File: config.mk
export PLATFORM = sky130hd
export DESIGN_NAME = icv_div
export DESIGN_NICKNAME = d
export VERILOG_FILES = /design/src/sv/icv_pkg.sv /design/src/sv/icv_div.sv
export SDC_FILE = /design/constraint.sdc
export NUM_CORES = 1
export LEC_CHECK = 0
export BUFFER_PORTS_ARGS = -buffer_cell sky130_fd_sc_hd__clkbuf_2
export CAP_MARGIN = 10
export CORE_ASPECT_RATIO = 0.8
export CORE_MARGIN = 5
export CORE_UTILIZATION = 50
export CTS_CLUSTER_SIZE = 12
export DETAILED_ROUTE_END_ITERATION = 12
export PLACE_DENSITY = 0.81
export SYNTH_ARGS = -nofsm -noshare
export SYNTH_HDL_FRONTEND = slang
export SYNTH_SLANG_ARGS = --single-unit
File: constraint.sdc
create_clock -name clk_i -period 4.3 [get_ports clk_i]
set_input_delay 0.645 -clock clk_i [delete_from_list [all_inputs] [get_ports clk_i]]
set_output_delay 0.645 -clock clk_i [all_outputs]
set_load 0.02 [all_outputs]
File: src/sv/icv_pkg.sv
`timescale 1ns / 1ps
// ----------------------------------------------------------------------------
// icv_pkg
// Shared types and constants of the 2d convolution core.
// ----------------------------------------------------------------------------
package icv_pkg;

  localparam int MAX_WIDTH_DEF    = 1024;
  localparam int MAX_KERNEL_DEF   = 5;
  localparam int MAX_HEIGHT       = 4096;
  localparam int WEIGHT_FRAC_BITS = 12;
  localparam int CH               = 4;
  localparam int SUM_W            = 40;
  localparam int TOT_W            = 24;
  localparam int ROW_W            = $clog2(MAX_HEIGHT + 1);
  localparam int CFG_W            = 13;
  localparam int CFG_IDX_W        = 3;

  localparam logic [1:0] REQ_TAP   = 2'd0;
  localparam logic [1:0] REQ_PIX   = 2'd1;
  localparam logic [1:0] REQ_DRAIN = 2'd2;

  localparam logic [CFG_IDX_W-1:0] CFG_NORM = 3'd0;
  localparam logic [CFG_IDX_W-1:0] CFG_IW   = 3'd1;
  localparam logic [CFG_IDX_W-1:0] CFG_IH   = 3'd2;
  localparam logic [CFG_IDX_W-1:0] CFG_KW   = 3'd3;
  localparam logic [CFG_IDX_W-1:0] CFG_KH   = 3'd4;

  typedef struct packed {
    logic [1:0]         req_type;
    logic [2:0]         tap_row;
    logic [2:0]         tap_col;
    logic signed [15:0] weight_red;
    logic signed [15:0] weight_green;
    logic signed [15:0] weight_blue;
    logic signed [15:0] weight_alpha;
    logic [15:0]        pix_red;
    logic [15:0]        pix_green;
    logic [15:0]        pix_blue;
    logic [15:0]        pix_alpha;
  } in_req_t;

  typedef struct packed {
    logic [15:0] out_red;
    logic [15:0] out_green;
    logic [15:0] out_blue;
    logic [15:0] out_alpha;
    logic [11:0] out_row;
    logic [9:0]  out_col;
    logic        last_of_frame;
  } out_res_t;

  typedef struct packed {
    logic clr;
    logic vld;
    logic inb;
  } mac_ctrl_t;

endpackage

File: src/sv/icv_div.sv
`timescale 1ns / 1ps
// ----------------------------------------------------------------------------
// icv_div
// Four-lane restoring divider with shift path and saturation to 16 bits.
// ----------------------------------------------------------------------------
module icv_div (
  input  logic                                        clk_i,
  input  logic                                        rst_ni,
  input  logic                                        start_i,
  input  logic                                        norm_i,
  input  logic [icv_pkg::CH-1:0][icv_pkg::SUM_W-1:0]  sum_i,
  input  logic [icv_pkg::CH-1:0][icv_pkg::TOT_W-1:0]  tot_i,
  output logic                                        done_o,
  output logic [icv_pkg::CH-1:0][15:0]                res_o
);

  localparam int CNT_W = $clog2(icv_pkg::SUM_W + 1);

  logic                                       busy_q;
  logic                                       done_q;
  logic [CNT_W-1:0]                           cnt_q;
  logic                                       norm_q;
  logic [icv_pkg::CH-1:0]                     zero_q;
  logic [icv_pkg::CH-1:0][15:0]               shres_q;
  logic [icv_pkg::CH-1:0][icv_pkg::SUM_W-1:0] dvd_q;
  logic [icv_pkg::CH-1:0][icv_pkg::TOT_W-1:0] rem_q;
  logic [icv_pkg::CH-1:0][icv_pkg::TOT_W-1:0] mt_q;
  logic [icv_pkg::CH-1:0][15:0]               res_q;

  logic [icv_pkg::CH-1:0][icv_pkg::SUM_W-1:0] dvd_d;
  logic [icv_pkg::CH-1:0][icv_pkg::TOT_W-1:0] rem_d;
  logic [icv_pkg::CH-1:0][15:0]               fin_d;
  logic [icv_pkg::CH-1:0]                     zero_d;
  logic [icv_pkg::CH-1:0][15:0]               shres_d;
  logic [icv_pkg::CH-1:0][icv_pkg::SUM_W-1:0] ms_d;
  logic [icv_pkg::CH-1:0][icv_pkg::TOT_W-1:0] mt_d;

  always_comb begin
    for (int c = 0; c < icv_pkg::CH; c++) begin
      logic                        sneg;
      logic                        tneg;
      logic [icv_pkg::SUM_W-1:0]   shv;
      logic [icv_pkg::TOT_W:0]     rsh;
      logic                        ge;
      sneg = sum_i[c][icv_pkg::SUM_W-1];
      tneg = tot_i[c][icv_pkg::TOT_W-1];
      ms_d[c] = sneg ? (~sum_i[c] + 1'b1) : sum_i[c];
      mt_d[c] = tneg ? (~tot_i[c] + 1'b1) : tot_i[c];
      zero_d[c] = norm_i ? ((sum_i[c] == '0) || (sneg != tneg)) : sneg;
      shv = sum_i[c] >> icv_pkg::WEIGHT_FRAC_BITS;
      shres_d[c] = (|shv[icv_pkg::SUM_W-1:16]) ? 16'hFFFF : shv[15:0];
      // one quotient bit per cycle
      rsh = {rem_q[c], dvd_q[c][icv_pkg::SUM_W-1]};
      ge  = rsh >= {1'b0, mt_q[c]};
      rem_d[c] = icv_pkg::TOT_W'(ge ? (rsh - {1'b0, mt_q[c]}) : rsh);
      dvd_d[c] = {dvd_q[c][icv_pkg::SUM_W-2:0], ge};
      if (zero_q[c]) begin
        fin_d[c] = 16'd0;
      end else if (norm_q) begin
        fin_d[c] = (|dvd_d[c][icv_pkg::SUM_W-1:16]) ? 16'hFFFF : dvd_d[c][15:0];
      end else begin
        fin_d[c] = shres_q[c];
      end
    end
  end

  always_ff @(posedge clk_i or negedge rst_ni) begin
    if (!rst_ni) begin
      busy_q <= 1'b0;
      done_q <= 1'b0;
      cnt_q  <= '0;
    end else begin
      done_q <= 1'b0;
      if (start_i) begin
        busy_q <= 1'b1;
        cnt_q  <= CNT_W'(icv_pkg::SUM_W);
      end else if (busy_q) begin
        cnt_q <= cnt_q - 1'b1;
        if (cnt_q == CNT_W'(1)) begin
          busy_q <= 1'b0;
          done_q <= 1'b1;
        end
      end
    end
  end

  always_ff @(posedge clk_i) begin
    if (start_i) begin
      norm_q  <= norm_i;
      zero_q  <= zero_d;
      shres_q <= shres_d;
      dvd_q   <= ms_d;
      mt_q    <= mt_d;
      rem_q   <= '0;
    end else if (busy_q) begin
      dvd_q <= dvd_d;
      rem_q <= rem_d;
      if (cnt_q == CNT_W'(1)) begin
        res_q <= fin_d;
      end
    end
  end

  assign done_o = done_q;
  assign res_o  = res_q;

endmodule

==> impl_metrics.json, run 1 <==
{
  "synth-seq-cells": 493,
  "finalHoldViolations": 0,
  "filler_cell_count": 4925,
  "cts_sinks": 493,
  "final.min_clock_period_ns": 3.540,
  "final_cell_mix": "389 x edfxtp_1, 355 x nor2_1, 323 x clkbuf_2, 248 x a21oi_1, 181 x nand2_1",
  "cts_buffers": 53,
  "wl_per_cell_um": 18.73,
  "p_per_area_nw_per_um2": 452.7,
  "vias_per_cell": 5.869,
  "max_freq_mhz": 282.5,
  "grt_max_degree": 167,
  "io_buffers": 324,
  "grt.overflow.total": 0,
  "final_common_cell": "edfxtp_1",
  "htree_levels": 2,
  "finalMaxSlewViolations": 0,
  "synth.top_cell.area_share_pct": 39.92,
  "syn2layout_area_growth_pct": 14.18,
  "cp_slowest_cell": "or4_4",
  "tns_ns": 0,
  "antenna_found_initial": 15,
  "hp-class": "in -> reg",
  "drc": 0,
  "cp-start-kind": "primary input",
  "finalSetupViolCount": 0,
  "ioPinCount": 325,
  "multi_input_area_um2": 14400,
  "synth-async-reset-ratio_pct": 1.623,
  "fin_skew_ns": 0.04219,
  "critical_path_class": "in -> reg",
  "drt-total-wl_um": 77290,
  "cts_repair_resize_count": 0,
  "min_period_over_period_pct": 82.32,
  "r2r_slack_ns": 0.77,
  "p_leak_uw": 0.01310,
  "synth_fp_nets": 3401,
  "register_area_um2": 13810,
  "core_um2": 58020,
  "synth_top_area_cell": "edfxtp_1",
  "end_kind": "flip-flop",
  "initial_core_util_pct": 50.43,
  "grt_pass1_wl_um": 120900,
  "ir_worst_vdd_v": 0.0003139,
  "clk_pin_slew_worst_paths_ns": 0.06,
  "die_h_um": 226.4,
  "ys.flop_type": "edfxtp_1",
  "drive_above_1_share_pct": 14.90,
  "power.total_uw": 15120,
  "whs_ns": 0.2538,
  "avgSynthCellArea_um2": 9.654,
  "cp.required_ns": 4.62,
  "yosysSeqAreaShare_pct": 47.17,
  "gp_congestion": 0.8883,
  "final_nets": 3671,
  "clockBufferDepth": 3,
  "first_global_vias": 22780,
  "max_slew_margin_pct": 28.99,
  "path_max_fanout": 5,
  "tightestPinTransition_ns": 1.065,
  "synth_area_leaders": "edfxtp_1 40%, dfxtp_1 6.6%, xor2_1 5.3%, nor2_1 4.6%, ha_1 4.5%",
  "synth_edf_count": 389,
  "die_x_um": 280.5,
  "drtIter0Drc": 2195,
  "status": "completed",
  "netlist_instances": 3031,
  "syn_area_um2": 29260,
  "die_area_um2": 63490,
  "ant_nets": 0,
  "num_rows": 79,
  "rsz0062_at_grt": "no",
  "grt.total_usage_pct": 23.33,
  "fin_util_pct": 57.59,
  "cpMostUsedCell": "or4_4",
  "cpPeakStageDelay_ns": 0.54,
  "dp_hpwl_um": 53840,
  "clk_latency_ns": 0.64,
  "max_cap_violations": 0,
  "cts_root_buffer": "clkbuf_16",
  "dr.pass1.iters": 6,
  "num_vias": 24220,
  "cts_tree": "yes",
  "cp.arrival_ns": 3.86,
  "yosys_warnings": 0,
  "cp_cell_sequence": "clkbuf_2 > or4_4 > or3_4 > or4_4 > or4_4 > or2_1 > or3_4 > o41ai_4 > xor2_1 > a21oi_1",
  "synth_cell_type_count": 73
}
-- worst max-delay path: cells and delay by family --
| kind | cells | cell delay, ns |
|---|---|---|
| simple gates | 6 | 2.62 |
| buf+inv | 1 | 0.10 |
| compound gates | 2 | 0.31 |
| xor+xnor | 1 | 0.18 |
-- routing by layer --
metal	part of all wire [%]	GRT usage [%]
met4	3.1	7.816
met5	0.044	0
met1	44	33.22
met2	45	35.52
met3	8.5	5.343
-- through the flow --
stage | cells | worst slack, ns | cell area, um2
2_1_floorplan | 3031 | 0.1126 | 29270
3_3_place_gp | 4014 | 0.2274 | 31640
3_5_place_dp | 4014 | 0.1782 | 31640
4_1_cts | 4112 | 0.7756 | 33380
5_1_grt | 4123 | 0.5320 | 33400
6_report | 4126 | 0.7601 | 33410
-- flip-flops by register name (all words and copies together), names as in the netlist, 4 cells and up --
register,flops
zero_q,4
dvd_d,156
dvd_q,4
mt_q,96
cnt_q,6
res_o,64
rem_q,96
shres_q,64
-- repair_timing --
action                                 4_1_cts  5_1_grt
hold buffers                                 1        0
setup buffers                                0        0
endpoints found under the hold margin        8        0
-- area by class of cell --
cell class	count	share of cell area (%)
antenna	14	0.1049
clock buffer	81	4.557
multi-input combinational	2249	43.10
timing repair buffer	354	5.715
sequential	493	41.32
tap	769	2.880
inverter	150	1.696
clock inverter	16	0.6216
-- Yosys cell counts (all sizes together), types with 8 or more instances --
library cell	number
nor4b	10
o31ai	72
o21a	10
nor2	357
a311oi	15
nand2b	68
nand2	181
and2	12
nor3	163
o211ai	17
xor2	177
a21oi	248
or2	48
a31oi	17
nand4	23
buf	10
and3	12
o41ai	42
clkbuf	129
nor2b	16
a21o	36
xnor2	134
nand3	46
inv	149
ha	106
mux2i	47
a211oi	51
o21ai	135
edfxtp	389
nor4	41
o21bai	14
dfxtp	96
or3	35
dfrtp	8
or4	37
-- kinds of logic (layout without fill, tap and decap cells) --
group | Yosys count | count (layout) | synth area share [%]
simple gates | 1070 | 1070 | 17.85
compound gates | 706 | 706 | 15.35
flops | 493 | 493 | 47.17
xor+xnor | 311 | 311 | 9.309
buf+inv | 289 | 601 | 3.716
fa+ha+maj | 110 | 110 | 4.806
mux | 52 | 52 | 1.800
other cells | 0 | 14 | 0
-- worst paths after layout --
kind | startpoint | to | depth (start not counted)
min in group asynchronous | rst_ni | cnt_q[4]$_DFFE_PN0P_ | 2
min reg2reg | rem_q[81]$_SDFFE_PP0P_ | rem_q[82]$_SDFFE_PP0P_ | 2
max | sum_i[49] | dvd_d[74]$_DFFE_PP_ | 10
min | tot_i[0] | mt_q[0]$_DFFE_PP_ | 1
max in group asynchronous | rst_ni | busy_q$_DFF_PN0_ | 2
max reg2reg | mt_q[6]$_DFFE_PP_ | rem_q[0]$_SDFFE_PP0P_ | 11
-- where the power goes --
part           switching, uW  leakage (uW)  total, uW  internal [uW]
sequential               436       0.00472       6280           5850
clock                   1970      0.000838       4600           2630
combinational           2430       0.00754       4240           1810
Power figures use the tool's default switching activity.
==> inputs of run 2 (changes only) <==
- clock period: 4.3 -> 3.2 ns (I/O delays scaled with it)
==> run 2 against run 1 <==
Against the previous run: critical path type unchanged; via count grew 2.2%; clock power grew 34%; cell area grew 3.2%; sequential power grew 35%; final cell count grew 2.8%; wire length grew 1.6%; critical path depth is the same; the run now ends with setup timing left; combinational power grew 44%; core utilization grew 1.9 points; power grew 37%; largest power group unchanged; sequential share of layout area shrank 1.3 points.
==> impl_metrics.json, run 2 (same netlist as run 1, synthesis figures left out) <==
{
  "drive_above_1_share_pct": 18.43,
  "critical_path_class": "in -> reg",
  "finalHoldViolations": 0,
  "ioPinCount": 325,
  "clk_pin_slew_worst_paths_ns": 0.06,
  "first_global_vias": 23160,
  "max_slew_margin_pct": 29.36,
  "status": "finished with violations",
  "cp_num_buf_inv": 1,
  "crit_start": "sum_i[49]",
  "cts_buffers": 53,
  "filler_cell_count": 4862,
  "num_rows": 79,
  "wl_met1_um": 34180,
  "path_max_fanout": 3,
  "num_vias": 24760,
  "finalSetupViolCount": 4,
  "violations": "setup timing",
  "final.min_clock_period_ns": 3.235,
  "wl_met2_um": 35650,
  "drc": 0,
  "grt.total_usage_pct": 23.58,
  "cts_root_buffer": "clkbuf_16",
  "cp_top_family": "simple AND/OR/NAND/NOR gates",
  "finalMaxSlewViolations": 0,
  "pre_cts_ws_ns": -0.6991,
  "cts_tree": "yes",
  "p_leak_uw": 0.01369,
  "cts_sinks": 493,
  "met3_length_um": 6093,
  "r2r-end": "res_o[32]$_SDFFCE_PP0P_",
  "htree_levels": 2,
  "core_um2": 58020,
  "drt-total-wl_um": 78500,
  "cp_slowest_cell": "or4_4",
  "largest_register_ffs": 156,
  "gp_congestion": 0.9143,
  "final_common_cell": "edfxtp_1",
  "max_freq_mhz": 309.1,
  "max_cap_violations": 0,
  "cp-start-kind": "primary input",
  "min_period_over_period_pct": 101.1,
  "cp.arrival_ns": 3.55,
  "fin_skew_ns": 0.01678,
  "clk_latency_ns": 0.61,
  "hold_depth": 1,
  "fin_cells": 4240,
  "final_nets": 3787,
  "syn2layout_area_growth_pct": 17.87,
  "finalWorstSetupSlack_ns": -0.03510,
  "ir_worst_vdd_v": 0.0004145,
  "wl_per_cell_um": 18.51,
  "io_buffers": 324,
  "grt_pass1_wl_um": 122600,
  "final_cell_mix": "389 x edfxtp_1, 355 x nor2_1, 322 x clkbuf_2, 246 x a21oi_1, 180 x nand2_1",
  "die_h_um": 226.4,
  "fin_util_pct": 59.45,
  "tightestPinTransition_ns": 1.060,
  "min_to": "mt_q[48]$_DFFE_PP_",
  "die_x_um": 280.5,
  "r2r_slack_ns": 0.16,
  "antenna_found_initial": 13,
  "r2r_start": "mt_q[58]$_DFFE_PP_",
  "cpMostUsedCell": "or4_4",
  "end_kind": "flip-flop",
  "min_from": "tot_i[48]",
  "cp.required_ns": 3.52,
  "r2r_cells": 12,
  "tns_ns": -0.06632,
  "cp_cell_sequence": "buf_6 > or4_4 > or3_4 > or4_4 > or4_4 > or2_4 > or3_4 > o41ai_4 > xor2_1 > a21oi_1",
  "ant_nets": 0,
  "highest_layer": "met5",
  "cpPeakStageDelay_ns": 0.53,
  "grt_max_degree": 203,
  "die_area_um2": 63490,
  "dp_hpwl_um": 55640,
  "placed_cells": 4122,
  "p_per_area_nw_per_um2": 600.8,
  "initial_core_util_pct": 50.43,
  "vias_per_cell": 5.839,
  "clockBufferDepth": 3,
  "whs_ns": 0.09858,
  "rsz0062_at_grt": "yes",
  "dr.pass1.iters": 6,
  "drtIter0Drc": 2201,
  "hp-class": "in -> reg",
  "grt.overflow.total": 0
}
-- run 2: changes by cell type in the layout (fill, tap and decap cells not counted), moves of 5 or more --
cell      previous run  this run
clkbuf_1            20        28
o21ai_2              0         5
buf_4               25       134
o21ai_0            133       127
-- run 2: what timing repair did --
action | in CTS | in global routing
pin swaps | 6 | 14
gates resized for setup | 1 | 20
hold buffers | 1 | 0
hold endpoints to repair | 8 | 0
setup buffers | 2 | 6
setup endpoints to repair | 4 | 59
-- run 2: layout make-up --
type / count / area [um2] / share of cell area, %
antenna: 10 / 25.02 / 0.07255
clock buffer: 86 / 1500 / 4.349
clock inverter: 13 / 205.2 / 0.5949
inverter: 150 / 566.8 / 1.643
multi-input combinational: 2249 / 14580 / 42.26
sequential: 493 / 13810 / 40.03
tap: 769 / 962.2 / 2.790
timing repair buffer: 470 / 2848 / 8.256
-- run 2: worst reg2reg max path, delay by kind of cell (launching register included) --
| kind | cells | cell delay (ns) |
|---|---|---|
| AO/OA/AOI/OAI | 4 | 0.96 |
| adder cells (fa/ha/maj) | 1 | 0.33 |
| buffers and inverters | 2 | 0.24 |
| flip-flops | 1 | 0.32 |
| AND/OR/NAND/NOR | 5 | 0.94 |
-- run 2: power by group --
| group | internal [uW] | switching (uW) |
|---|---|---|
| Clock | 3550 | 2610 |
| Sequential | 7860 | 589 |
| Combinational | 2710 | 3410 |
| Total | 14100 | 6610 |
-- run 2: worst max-delay path by stage --
stage / cells after the start / slack, ns / end
floorplan: 4 / -0.54 / dvd_d[100]$_DFFE_PP_
global placement: 10 / -0.65 / dvd_d[76]$_DFFE_PP_
detailed placement: 10 / -0.70 / dvd_d[74]$_DFFE_PP_
CTS: 10 / -0.02 / dvd_d[74]$_DFFE_PP_
global route: 10 / -0.08 / dvd_d[77]$_DFFE_PP_
finish: 10 / -0.04 / dvd_d[74]$_DFFE_PP_
-- run 2: per-layer routing --
| layer | vias up | track usage [%] |
|---|---|---|
| li1 | 11870 | - |
| met1 | 11730 | 33.60 |
| met2 | 963 | 36.68 |
| met3 | 182 | 4.221 |
| met4 | 6 | 8.132 |
| met5 | - | 0 |
-- run 2: through the flow --
| step | power, uW | cell area [um2] |
|---|---|---|
| floorplan | 12630 | 29380 |
| global placement | 14290 | 32590 |
| detailed placement | 14460 | 32590 |
| CTS | 20690 | 34320 |
| global route | 21850 | 34490 |
| finish | 20720 | 34490 |
